$ cat src/sap_pkg.sv
`default_nettype none
package sap_pkg;

  // axis lanes that carry state, and target fields on the result beat
  localparam int AXES  = 4;
  localparam int LANES = 4;

  localparam int ANGLE_W = 12;
  localparam int VEL_W   = 9;

  localparam logic [ANGLE_W-1:0] ANGLE_MAX = 12'd4095;
  localparam logic [5:0]         SOFT_ZONE = 6'd40;

  typedef enum logic [2:0] {
    CFG_PARK_ANGLE     = 3'd0,
    CFG_VEL_CAP        = 3'd1,
    CFG_ACC_CAP        = 3'd2,
    CFG_SNAP_ZONE      = 3'd3,
    CFG_LEVEL_MAX_STEP = 3'd4
  } sap_cfg_idx_t;

  typedef struct packed {
    logic [11:0] park_angle;
    logic [7:0]  vel_cap;
    logic [7:0]  acc_cap;
    logic [5:0]  snap_zone;
    logic [7:0]  level_max_step;
  } sap_cfg_t;

  // pipeline control shared by all lanes
  typedef struct packed {
    logic load;     // input beat enters stage 1
    logic adv;      // stage 1 moves to the output register
    logic park;     // item in stage 1 is a park tick
    logic clr_vel;  // first park tick after another mode
  } sap_ctrl_t;

  // level midpoints per axis, right axes subtract the doubled yaw
  localparam logic [ANGLE_W-1:0] LANE_MID [0:LANES-1] = '{
    12'd2030, 12'd2060, 12'd2054, 12'd2000
  };
  localparam logic LANE_YAW_NEG [0:LANES-1] = '{1'b1, 1'b0, 1'b0, 1'b1};

  // floor(m*m/40) for m below the soft zone, upper entries unused
  localparam logic [5:0] SOFT_SPEED [0:63] = '{
    6'd0,  6'd0,  6'd0,  6'd0,  6'd0,  6'd0,  6'd0,  6'd1,
    6'd1,  6'd2,  6'd2,  6'd3,  6'd3,  6'd4,  6'd4,  6'd5,
    6'd6,  6'd7,  6'd8,  6'd9,  6'd10, 6'd11, 6'd12, 6'd13,
    6'd14, 6'd15, 6'd16, 6'd18, 6'd19, 6'd21, 6'd22, 6'd24,
    6'd25, 6'd27, 6'd28, 6'd30, 6'd32, 6'd34, 6'd36, 6'd38,
    6'd0,  6'd0,  6'd0,  6'd0,  6'd0,  6'd0,  6'd0,  6'd0,
    6'd0,  6'd0,  6'd0,  6'd0,  6'd0,  6'd0,  6'd0,  6'd0,
    6'd0,  6'd0,  6'd0,  6'd0,  6'd0,  6'd0,  6'd0,  6'd0
  };

endpackage
`default_nettype wire

$ cat src/sap_lane.sv
`default_nettype none
module sap_lane
  import sap_pkg::*;
(
  input  wire logic               clk,
  input  wire logic               rst_n,
  input  wire sap_cfg_t           cfg,
  input  wire sap_ctrl_t          ctrl,
  input  wire logic               in_park,
  input  wire logic [ANGLE_W-1:0] angle,
  input  wire logic signed [11:0] base,
  input  wire logic signed [10:0] yaw2,
  input  wire logic [ANGLE_W-1:0] mid,
  input  wire logic               yaw_neg,
  output logic [ANGLE_W-1:0]      target
);

  // stage 1: park speed request and the finished level target
  logic signed [12:0] err;
  logic [11:0]        mag;
  logic               hard;
  logic [11:0]        spd;
  logic [7:0]         dmag;
  logic signed [8:0]  desired;

  logic signed [13:0] yaw_term;
  logic signed [13:0] goal;
  logic signed [13:0] dlt;
  logic [12:0]        absd;
  logic signed [13:0] cur;
  logic [11:0]        lvl_tgt;

  always_comb begin
    err  = $signed({1'b0, cfg.park_angle}) - $signed({1'b0, angle});
    mag  = err[12] ? 12'(-err) : err[11:0];
    hard = (mag <= {6'd0, cfg.snap_zone});
    if (mag < {6'd0, SOFT_ZONE}) begin
      spd = {6'd0, SOFT_SPEED[mag[5:0]]};
    end else begin
      spd = mag;
    end
    dmag    = (spd > {4'd0, cfg.vel_cap}) ? cfg.vel_cap : spd[7:0];
    desired = err[12] ? -$signed({1'b0, dmag}) : $signed({1'b0, dmag});

    yaw_term = yaw_neg ? -14'(yaw2) : 14'(yaw2);
    goal     = $signed({2'b00, mid}) + 14'(base) + yaw_term;
    dlt      = goal - $signed({2'b00, angle});
    absd     = dlt[13] ? 13'(-dlt) : dlt[12:0];
    if (absd < {5'd0, cfg.level_max_step}) begin
      cur = goal;
    end else if (dlt[13]) begin
      cur = $signed({2'b00, angle}) - $signed({6'd0, cfg.level_max_step});
    end else begin
      cur = $signed({2'b00, angle}) + $signed({6'd0, cfg.level_max_step});
    end
    if (cur[13]) begin
      lvl_tgt = '0;
    end else if (cur > $signed({2'b00, ANGLE_MAX})) begin
      lvl_tgt = ANGLE_MAX;
    end else begin
      lvl_tgt = cur[11:0];
    end
  end

  logic                   s1_hard_r;
  logic signed [8:0]      s1_desired_r;
  logic [ANGLE_W-1:0]     s1_angle_r;
  logic [ANGLE_W-1:0]     s1_fixed_r;   // park angle for a park tick, else level target

  always_ff @(posedge clk) begin
    if (ctrl.load) begin
      s1_hard_r    <= hard;
      s1_desired_r <= desired;
      s1_angle_r   <= angle;
      s1_fixed_r   <= in_park ? cfg.park_angle : lvl_tgt;
    end
  end

  // stage 2: velocity slew against the stored velocity
  logic signed [VEL_W-1:0] vel_r;
  logic signed [VEL_W-1:0] vel_nxt;
  logic signed [VEL_W-1:0] vbase;
  logic signed [9:0]       dv;
  logic signed [9:0]       lim;
  logic signed [9:0]       dc;
  logic signed [VEL_W-1:0] vnew;
  logic signed [13:0]      pos;
  logic [ANGLE_W-1:0]      park_tgt;

  always_comb begin
    vbase = ctrl.clr_vel ? '0 : vel_r;
    dv    = 10'(s1_desired_r) - 10'(vbase);
    lim   = $signed({2'b00, cfg.acc_cap});
    if (dv > lim) begin
      dc = lim;
    end else if (dv < -lim) begin
      dc = -lim;
    end else begin
      dc = dv;
    end
    vnew = vbase + dc[VEL_W-1:0];
    pos  = $signed({2'b00, s1_angle_r}) + 14'(vnew);
    if (pos[13]) begin
      park_tgt = '0;
    end else if (pos > $signed({2'b00, ANGLE_MAX})) begin
      park_tgt = ANGLE_MAX;
    end else begin
      park_tgt = pos[11:0];
    end

    vel_nxt = vel_r;
    if (ctrl.adv && ctrl.park) begin
      vel_nxt = s1_hard_r ? '0 : vnew;
    end

    if (ctrl.park && !s1_hard_r) begin
      target = park_tgt;
    end else begin
      target = s1_fixed_r;
    end
  end

  always_ff @(posedge clk) begin
    if (!rst_n) begin
      vel_r <= '0;
    end else begin
      vel_r <= vel_nxt;
    end
  end

endmodule
`default_nettype wire

$ cat src/four_axis_setpoint_profiler.sv
// Setpoint profiler for four joint axes. Each input beat is one control tick
// (mode, four measured angles, yaw and two pilot offsets) and yields exactly
// one result beat with four new target angles, saturated to 0..4095. Park
// mode drives every axis to park_angle through a velocity profile with a
// hard snap zone, a quadratic soft zone of 40, a velocity clamp and an
// acceleration slew; level mode moves each axis toward its midpoint plus the
// offsets and the doubled yaw by at most level_max_step. The four axes run in
// parallel lanes through two register stages: stage 1 forms the park speed
// request and the level target, stage 2 slews the per-axis velocity and the
// output register collects the lanes. A new tick is taken every cycle while
// the output is not stalled, and the loop through the velocity registers is
// what sets that rate. While a result beat waits on out_stall one more tick
// is still accepted into stage 1. Configuration is always ready (cfg_ready
// is tied high) and must only be written while the block holds no ticks.
`default_nettype none
module four_axis_setpoint_profiler
  import sap_pkg::*;
(
  input  wire logic        clk,
  input  wire logic        rst_n,

  input  wire logic        in_valid,
  output logic             in_stall,
  input  wire logic        in_mode,
  input  wire logic [11:0] in_angle_front_right,
  input  wire logic [11:0] in_angle_back_left,
  input  wire logic [11:0] in_angle_front_left,
  input  wire logic [11:0] in_angle_back_right,
  input  wire logic signed [9:0]  in_yaw,
  input  wire logic signed [10:0] in_offset_coarse,
  input  wire logic signed [10:0] in_offset_fine,

  output logic             out_valid,
  input  wire logic        out_stall,
  output logic [11:0]      out_target_front_right,
  output logic [11:0]      out_target_back_left,
  output logic [11:0]      out_target_front_left,
  output logic [11:0]      out_target_back_right,

  input  wire logic        cfg_valid,
  output logic             cfg_ready,
  input  wire logic [2:0]  cfg_index,
  input  wire logic [11:0] cfg_data
);

  // configuration registers
  sap_cfg_t cfg_r;

  assign cfg_ready = 1'b1;

  always_ff @(posedge clk) begin
    if (!rst_n) begin
      cfg_r.park_angle     <= 12'd1024;
      cfg_r.vel_cap        <= 8'd60;
      cfg_r.acc_cap        <= 8'd8;
      cfg_r.snap_zone      <= 6'd10;
      cfg_r.level_max_step <= 8'd60;
    end else if (cfg_valid && cfg_ready) begin
      case (sap_cfg_idx_t'(cfg_index))
        CFG_PARK_ANGLE:     cfg_r.park_angle     <= cfg_data;
        CFG_VEL_CAP:        cfg_r.vel_cap        <= cfg_data[7:0];
        CFG_ACC_CAP:        cfg_r.acc_cap        <= cfg_data[7:0];
        CFG_SNAP_ZONE:      cfg_r.snap_zone      <= cfg_data[5:0];
        CFG_LEVEL_MAX_STEP: cfg_r.level_max_step <= cfg_data[7:0];
        default: ;
      endcase
    end
  end

  // pipeline handshake: output register frees when empty or being taken,
  // stage 1 moves on whenever the output register frees
  logic      s1_valid_r, s1_valid_nxt;
  logic      s1_park_r;
  logic      out_valid_r, out_valid_nxt;
  logic      prev_park_r;       // last tick through stage 2 was park
  logic      out_free;
  sap_ctrl_t ctrl;

  always_comb begin
    out_free      = !out_valid_r || !out_stall;
    ctrl.adv      = s1_valid_r && out_free;
    in_stall      = s1_valid_r && !out_free;
    ctrl.load     = in_valid && !in_stall;
    ctrl.park     = s1_park_r;
    // velocities clear on every entry into park
    ctrl.clr_vel  = s1_park_r && !prev_park_r;
    s1_valid_nxt  = ctrl.load || (s1_valid_r && !ctrl.adv);
    out_valid_nxt = ctrl.adv || (out_valid_r && out_stall);
  end

  always_ff @(posedge clk) begin
    if (!rst_n) begin
      s1_valid_r  <= 1'b0;
      out_valid_r <= 1'b0;
      prev_park_r <= 1'b0;
    end else begin
      s1_valid_r  <= s1_valid_nxt;
      out_valid_r <= out_valid_nxt;
      if (ctrl.adv) begin
        prev_park_r <= s1_park_r;
      end
    end
  end

  always_ff @(posedge clk) begin
    if (ctrl.load) begin
      s1_park_r <= !in_mode;
    end
  end

  // tick-wide terms shared by every lane
  logic signed [11:0] base;
  logic signed [10:0] yaw2;

  assign base = 12'(in_offset_coarse) + 12'(in_offset_fine);
  assign yaw2 = {in_yaw, 1'b0};

  logic [ANGLE_W-1:0] angle_in [0:LANES-1];
  logic [ANGLE_W-1:0] lane_tgt [0:LANES-1];

  assign angle_in[0] = in_angle_front_right;
  assign angle_in[1] = in_angle_back_left;
  assign angle_in[2] = in_angle_front_left;
  assign angle_in[3] = in_angle_back_right;

  for (genvar i = 0; i < LANES; i++) begin : g_lane
    if (i < AXES) begin : g_axis
      sap_lane u_lane (
        .clk     (clk),
        .rst_n   (rst_n),
        .cfg     (cfg_r),
        .ctrl    (ctrl),
        .in_park (!in_mode),
        .angle   (angle_in[i]),
        .base    (base),
        .yaw2    (yaw2),
        .mid     (LANE_MID[i]),
        .yaw_neg (LANE_YAW_NEG[i]),
        .target  (lane_tgt[i])
      );
    end else begin : g_unused
      // axes beyond the configured count report zero
      assign lane_tgt[i] = '0;
    end
  end

  // merge: the output register collects all lane targets into one beat
  logic [ANGLE_W-1:0] out_tgt_r [0:LANES-1];

  always_ff @(posedge clk) begin
    if (ctrl.adv) begin
      for (int k = 0; k < LANES; k++) begin
        out_tgt_r[k] <= lane_tgt[k];
      end
    end
  end

  assign out_valid              = out_valid_r;
  assign out_target_front_right = out_tgt_r[0];
  assign out_target_back_left   = out_tgt_r[1];
  assign out_target_front_left  = out_tgt_r[2];
  assign out_target_back_right  = out_tgt_r[3];

  // input only held back while both stages are occupied
  a_stall_full: assert property (@(posedge clk) disable iff (!rst_n)
    in_stall |-> (s1_valid_r && out_valid_r))
    else $error("input stalled with a free stage");

  // a fresh result beat must come from a stage 1 item
  a_out_source: assert property (@(posedge clk) disable iff (!rst_n)
    (out_valid_r && !out_stall) ##1 out_valid_r |-> $past(s1_valid_r))
    else $error("result beat without a stage 1 item");

  // park history follows the tick that last left stage 1
  a_prev_park: assert property (@(posedge clk) disable iff (!rst_n)
    ctrl.adv |=> (prev_park_r == $past(s1_park_r)))
    else $error("park history not updated");

endmodule
`default_nettype wire

$ cat config.mk
export PLATFORM = sky130hd
export DESIGN_NAME = four_axis_setpoint_profiler
export DESIGN_NICKNAME = d
export VERILOG_FILES = /design/src/sap_pkg.sv /design/src/sap_lane.sv /design/src/four_axis_setpoint_profiler.sv
export SDC_FILE = /design/constraint.sdc
export NUM_CORES = 2
export LEC_CHECK = 0
export BUFFER_PORTS_ARGS = -buffer_cell sky130_fd_sc_hd__buf_2
export CAP_MARGIN = 20
export CORE_MARGIN = 2
export CORE_UTILIZATION = 55
export DETAILED_ROUTE_END_ITERATION = 6
export PLACE_DENSITY_LB_ADDON = 0.12
export RECOVER_POWER = 50
export SETUP_SLACK_MARGIN = 0.1
export SYNTH_ARGS = -nofsm -noshare
export SYNTH_HDL_FRONTEND = slang
export SYNTH_HIERARCHICAL = 1
export SYNTH_SLANG_ARGS = --single-unit
$ cat constraint.sdc
create_clock -name clk -period 10 [get_ports clk]
set_input_delay 1.5 -clock clk [delete_from_list [all_inputs] [get_ports clk]]
set_output_delay 1.5 -clock clk [all_outputs]
set_load 0.03 [all_outputs]
# Word level (Yosys, flattened, before mapping)
# Memory sizes are Yosys's and may differ from the RTL's.
# Index checks and enable logic that the tools add are counted.
# op_classes
muxes	78
add_sub_neg	51
reduce_logical	31
n_lt_le_gt_ge	36
n_eq_ne	4
bitwise	4
# op_table
operator	n
$mux 12	32
$mux 9	16
$gt 14x13->1 const B	8
$mux 14	8
$mux 8	8
$add 13x9->14	4
$sub 14x13->14	4
$add 12x8->13	4
$lt 13x8->1	4
$mux 13	4
$neg 13->13	4
$sub 12x12->13	4
$sub 12x8->13	4
$gt 12x8->1	4
$le 12x6->1	4
$lt 12x6->1 const B	4
$mux 6	8
$neg 12->12	4
$gt 10x9->1	4
$lt 10x10->1	4
$sub 9x9->10	4
$add 9x9->9	4
$neg 8->9	4
$add 13x12->14 const A	2
17 further kinds	54
# totals
word_cells	242
register_bits	218
output_inout_bits	51
mem_bits_rw	48
mem_bits_ro	1536
memories	5
# mem_list
memory	depth	width	rd	rd_ports_with_merged_regs	write_ports	line_no	text
(no name shown)	64	6	1	0	0	sap_lane.sv:38	spd = {6'd0, SOFT_SPEED[mag[5:0]]};
(no name shown)	64	6	1	0	0	sap_lane.sv:38	
(no name shown)	64	6	1	0	0	sap_lane.sv:38	
(no name shown)	64	6	1	0	0	sap_lane.sv:38	
out_tgt_r	4	12	4	0	4	four_axis_setpoint_profiler.sv:148	logic [ANGLE_W-1:0] out_tgt_r [0:LANES-1];

# Logic depth before layout (Yosys ltp)
# logic_depth
ltp_word	13
ltp_mapped	42

# By module
# Netlist, hierarchy kept.
# by_module_without_submodules
mod	seq_area_each_um2	cells_each	instances	area_per_inst_um2
sap_lane (g_lane[0].g_axis.u_lane ...)	1201.2	1179	2	9394.0
sap_lane (g_lane[3].g_axis.u_lane)	1201.2	1157	1	9302.7
sap_lane (g_lane[1].g_axis.u_lane)	1201.2	1129	1	9059.9
four_axis_setpoint_profiler	2372.3	311	1	3603.5

# Least setup slack after synthesis
# OpenSTA, ideal clock, no wires.
# synth_timing
path_type	in2reg
from	input port in_offset_coarse[0]
to	register g_lane[3].g_axis.u_lane.s1_fixed_r[10], data pin
setup_slack_ns	0.754
path_stages	35
arrival_ns	9.077
setup_ns	0.169
required_time_ns	9.831
n_path_buf	3
cell_sequence	ha_1 fa_1 a21o_2 a221oi_2 xnor2_1 fa_1 ha_1 a211o_1 a21o_1 a21o_1 a21oi_1 xnor2_1 ha_1 or3_1 or3_1 a311o_1 xnor2_1 buf_2 buf_2 nor2_1 a21oi_1 ha_1 a21boi_0 o21a_1 o21ai_0 nand2b_1 a21oi_1 nor2b_1 o21ai_0 nand2b_1 a221o_1 nor2_1 buf_4 mux2_2 o31ai_1
# synth_via
elab_chain_len	12
# synth_lines
element	line_no	text
start: declaration	four_axis_setpoint_profiler.sv:30	input wire logic signed [10:0] in_offset_coarse,
$add 11x11->12 *	four_axis_setpoint_profiler.sv:115	assign base = 12'(in_offset_coarse) + 12'(in_offset_fine);
named net base[6]	four_axis_setpoint_profiler.sv:112	logic signed [11:0] base;
$add 12x12->13 *	sap_lane.sv:46	goal = $signed({2'b00, mid}) + 14'(base) + yaw_term;
$add 14x14->14 *	sap_lane.sv:46	
$sub 14x13->14	sap_lane.sv:47	dlt = goal - $signed({2'b00, angle});
$neg 13->13	sap_lane.sv:48	absd = dlt[13] ? 13'(-dlt) : dlt[12:0];
$mux 13	sap_lane.sv:48	
$lt 13x8->1	sap_lane.sv:49	if (absd < {5'd0, cfg.level_max_step}) begin
$mux 14 *	sap_lane.sv:49	
$gt 14x13->1	sap_lane.sv:58	end else if (cur > $signed({2'b00, ANGLE_MAX})) begin
$mux 12	sap_lane.sv:58	
$mux 12 *	sap_lane.sv:56	if (cur[13]) begin
$mux 12 *	sap_lane.sv:75	s1_fixed_r <= in_park ? cfg.park_angle : lvl_tgt;
end signal: assignment	sap_lane.sv:75	
end: declaration	sap_lane.sv:68	logic [ANGLE_W-1:0] s1_fixed_r;
# The timed path passes the listed nets; every way through them passes the cells marked *.
# A chain may end at the register's enable or synchronous reset.

# Worst setup path in the final report
# layout_timing
from	input port in_offset_coarse[0]
to	register g_lane[2].g_axis.u_lane.s1_fixed_r[4], data pin
# layout_via
elab_chain_len	12
# layout_lines
element	line_no
$add 11x11->12 *	four_axis_setpoint_profiler.sv:115
named net base[6]	four_axis_setpoint_profiler.sv:112
$add 13x12->14 *	sap_lane.sv:46
$add 14x11->14 *	sap_lane.sv:46
$sub 14x13->14	sap_lane.sv:47
$neg 13->13	sap_lane.sv:48
$mux 13	sap_lane.sv:48
$lt 13x8->1	sap_lane.sv:49
$mux 14 *	sap_lane.sv:49
$gt 14x13->1	sap_lane.sv:58
$mux 12	sap_lane.sv:58
$mux 12 *	sap_lane.sv:56
$mux 12 *	sap_lane.sv:75
end signal: assignment	sap_lane.sv:75
end: declaration	sap_lane.sv:68
# Marked as above.

==> metrics.md <==
| Metric | Value |
|---|---|
| DRC viols | 0 |
| Worst Path Arrival | 9.54 ns |
| Antenna-violating nets left | 0 |
| Hold Buf Count CTS | 0 |
| Most numerous cell in the Yosys netlist | ha_1 |
| Syn Std Cell Area | 40800 sq um |
| Initial Utilization | 0.557 |
| Fill cells | 6693 |
| Share of layout cells above drive strength 1 | 0.0731 |
| Vias in the first global route | 34800 |
| Max-cap check violation count | 4 |
| GRT overflow | 0 |
| Drt first pass iters | 6 |
| Critical Path End Type | flip-flop |
| Complex-gate fraction of the synthesized area | 0.258 |
| Post-synth cell types | 141 |
| Area Growth Syn to Fin | 7.64% |
| CTS Sinks | 266 |
| CP max FO | 9 |
| Via count | 37700 |
| Hold Crit Class | flip-flop to flip-flop |
| Setup Crit Path Kind | input port to flip-flop |
| Synth Area in Adders | 0.211 |
| Mux share of post-synthesis cell area | 0.0249 |
| Leak Pwr | 19.4 nW |
| Yosys top cell by area | ha_1 |
| First-pass GRT wire length | 194 mm |
| Largest net degree at the start of global routing | 82 |
| PwrDens | 262 nW/um^2 |
| TNS Setup | 0 ns |
| Initial antenna violation count | 5 |
| Wirelength per Cell | 20.2 um |
| Syn Area/Cell | 8.22 sq um |
| Worst VDD drop | 0.000237 V |
| Die W | 276 um |
| FFs w/ async S/R, synth | 0 |
| Post-synthesis xor/xnor area fraction | 0.0790 |
| Synth Warn # | 6 |
| Critical path's slowest cell | xnor2_1 |
| Post-CTS setup buffers | 0 |
| Fmax | 0.108 GHz |
| Post-synth EDFFs | 185 |
| Worst-path clk slew | 0.06 ns |
| FF+latch area | 7180 sq um |
| Synth area leaders | ha_1 (17%), edfxtp_1 (14%), xnor2_1 (4.6%) |
| Post-Syn Instances | 4955 |
| Skew-Pair Late Insertion Delay | 0.58 ns |
| Synth top area share | 0.172 |
| Fin Clk Skew | 0.0347 ns |
| # setup viols final | 0 |
| Die area | 76300 sq um |
| Final HPWL DP | 99.3 mm |
| # IOs | 152 |
| Main combinational cell family by area after synthesis | compound AO/OA/AOI/OAI gates |
| Final Hold Viols | 0 |
| Post-Synth Simple-Gate Area | 0.196 |
| Routed WL | 124 mm |
| Finished Core Util | 0.599 |
| CTS tree | yes |
| RSZ-0062 raised after global routing | false |
| Failing checks | max-capacitance violations, max-slew violations |
| Worst setup SP type | input port |
| Total GRT Usage | 0.314 |
| CTS H-tree lvls | 2 |
| Synthesized flop and latch total | 266 |
| CP peak stage delay | 0.71 ns |
| Number of port buffers | 150 |
| Slew Viols, Final | 202 |
| Slew HR | -1.66 |
| Status | finished with violations |
| Worst path most repeated cell | a21oi_1 |
| Final #Nets | 5883 |
| Clock period minus worst slack | 9.22 ns |
| DR vias/cell | 6.16 |
| Die height | 276 um |
| ANT cells | 0 |
| Worst-margin pin slew | 4.00 ns |
| Number of gates resized after CTS | 0 |
| Most instantiated cells after synthesis | ha_1 (559), inv_1 (407), nand2_1 (395) |
| Num CTS Buffers | 36 |
| Most used DFF post-synth | edfxtp_1 |
| RD Place Congestion | 0.956 |
| CTS root buf | clkbuf_16 |
| Area of the multi-input gates | 31700 sq um |
| Final worst path period share | 0.922 |
| Req. time, crit path | 10.32 ns |
| CTS max path bufs | 3 |
| Std cell rows | 99 |
| Register area share after synthesis | 0.176 |
| Core Box Area | 73200 sq um |
| Detailed Route Iter0 Violations | 3476 |
routing by layer:
layer  up-vias  track usage  wire length, um
met5         -            0               36
met4         6       0.0881             3760
met3       199       0.0444             9850
met2      1338        0.495            53500
met1     17700        0.448            56500
li1      18500            -                -
flip-flops by register name (all words and copies together), names as in the netlist:
name	count
cfg_r	42
g_lane.g_axis.u_lane/s1_angle_r	48
g_lane.g_axis.u_lane/s1_desired_r	36
g_lane.g_axis.u_lane/s1_fixed_r	48
g_lane.g_axis.u_lane/s1_hard_r	4
g_lane.g_axis.u_lane/vel_r	36
out_tgt_r	48
out_valid	1
prev_park_r	1
s1_park_r	1
s1_valid_r	1
final cells by class:
class | instances | share of cell area
inverters | 417 | 0.0360
repair buffers | 207 | 0.0238
flip-flops and latches | 266 | 0.164
multi-input cells | 4214 | 0.722
clock buffers | 46 | 0.0228
clock inverters | 20 | 0.00431
well taps | 959 | 0.0274
cell families after synthesis:
kind of cell               count (synthesis)
muxes                                     95
other                                      2
buffers and inverters                    552
DFF                                      266
adders and majority gates                640
AOI/OAI and AO/OA                       1502
xor gates and xnor gates                 347
and+or+nand+nor                         1551
final timing paths:
kind | startpoint | end | slack [ns] | depth (start not counted)
worst max-delay path | in_offset_coarse[0] | g_lane[2].g_axis.u_lane/s1_fixed_r[4]$_DFFE_PP_ | 0.78 | 32
worst min register to register | g_lane[1].g_axis.u_lane/vel_r[0]$_SDFFE_PN0P_ | g_lane[1].g_axis.u_lane/vel_r[0]$_SDFFE_PN0P_ | 0.51 | 2
worst min-delay path | g_lane[1].g_axis.u_lane/vel_r[0]$_SDFFE_PN0P_ | g_lane[1].g_axis.u_lane/vel_r[0]$_SDFFE_PN0P_ | 0.51 | 2
worst max register to register | s1_park_r$_DFFE_PP_ | out_tgt_r[3][2]$_DFFE_PP_ | 0.96 | 35
stage by stage:
step	cell area, sq um	hold slack (ns)	std cells	power [mW]	setup slack [ns]
6_report	43900	0.506	6129	11.5	0.780
5_1_grt	43900	0.538	6129	12.5	0.153
4_1_cts	44000	0.509	6129	11.4	0.524
3_5_place_dp	42800	0.494	6063	10.0	0.183
3_3_place_gp	42800	0.488	6063	9.92	0.296
2_1_floorplan	41000	0.467	5032	8.15	0.754
power breakdown:
part	internal (mW)	leakage, nW	switching (mW)
clock	0.768	0.567	0.551
sequential	1.39	2.46	0.0997
combinational	3.56	16.3	5.13
layout by cell type (no fill, tap or decap), types with 59 or more instances in the layout:
| master | Yosys | final |
|---|---|---|
| xor2_1 | 118 | 118 |
| o21a_1 | 92 | 92 |
| fa_1 | 81 | 81 |
| o21ai_0 | 286 | 286 |
| clkbuf_1 | 85 | 104 |
| inv_1 | 407 | 406 |
| nor2_1 | 326 | 326 |
| a21o_1 | 118 | 118 |
| xnor2_1 | 214 | 212 |
| conb_1 | 2 | 79 |
| nand2_1 | 395 | 395 |
| nor3_1 | 98 | 97 |
| nand3_1 | 117 | 117 |
| nor2b_1 | 114 | 112 |
| ha_1 | 559 | 559 |
| a21boi_0 | 59 | 59 |
| a21oi_1 | 309 | 309 |
| dfxtp_1 | 81 | 81 |
| edfxtp_1 | 185 | 185 |
| mux2i_1 | 62 | 62 |
| nand2b_1 | 123 | 123 |
worst max-delay path: cells and delay by family:
kind / cells / cell delay (ns)
AO/OA/AOI/OAI: 15 / 2.96
XOR/XNOR: 2 / 1.20
adder cells (fa/ha/maj): 6 / 2.06
buffers and inverters: 1 / 0.10
AND/OR/NAND/NOR: 8 / 1.68
No activity file was read; power rests on OpenSTA's default activity.
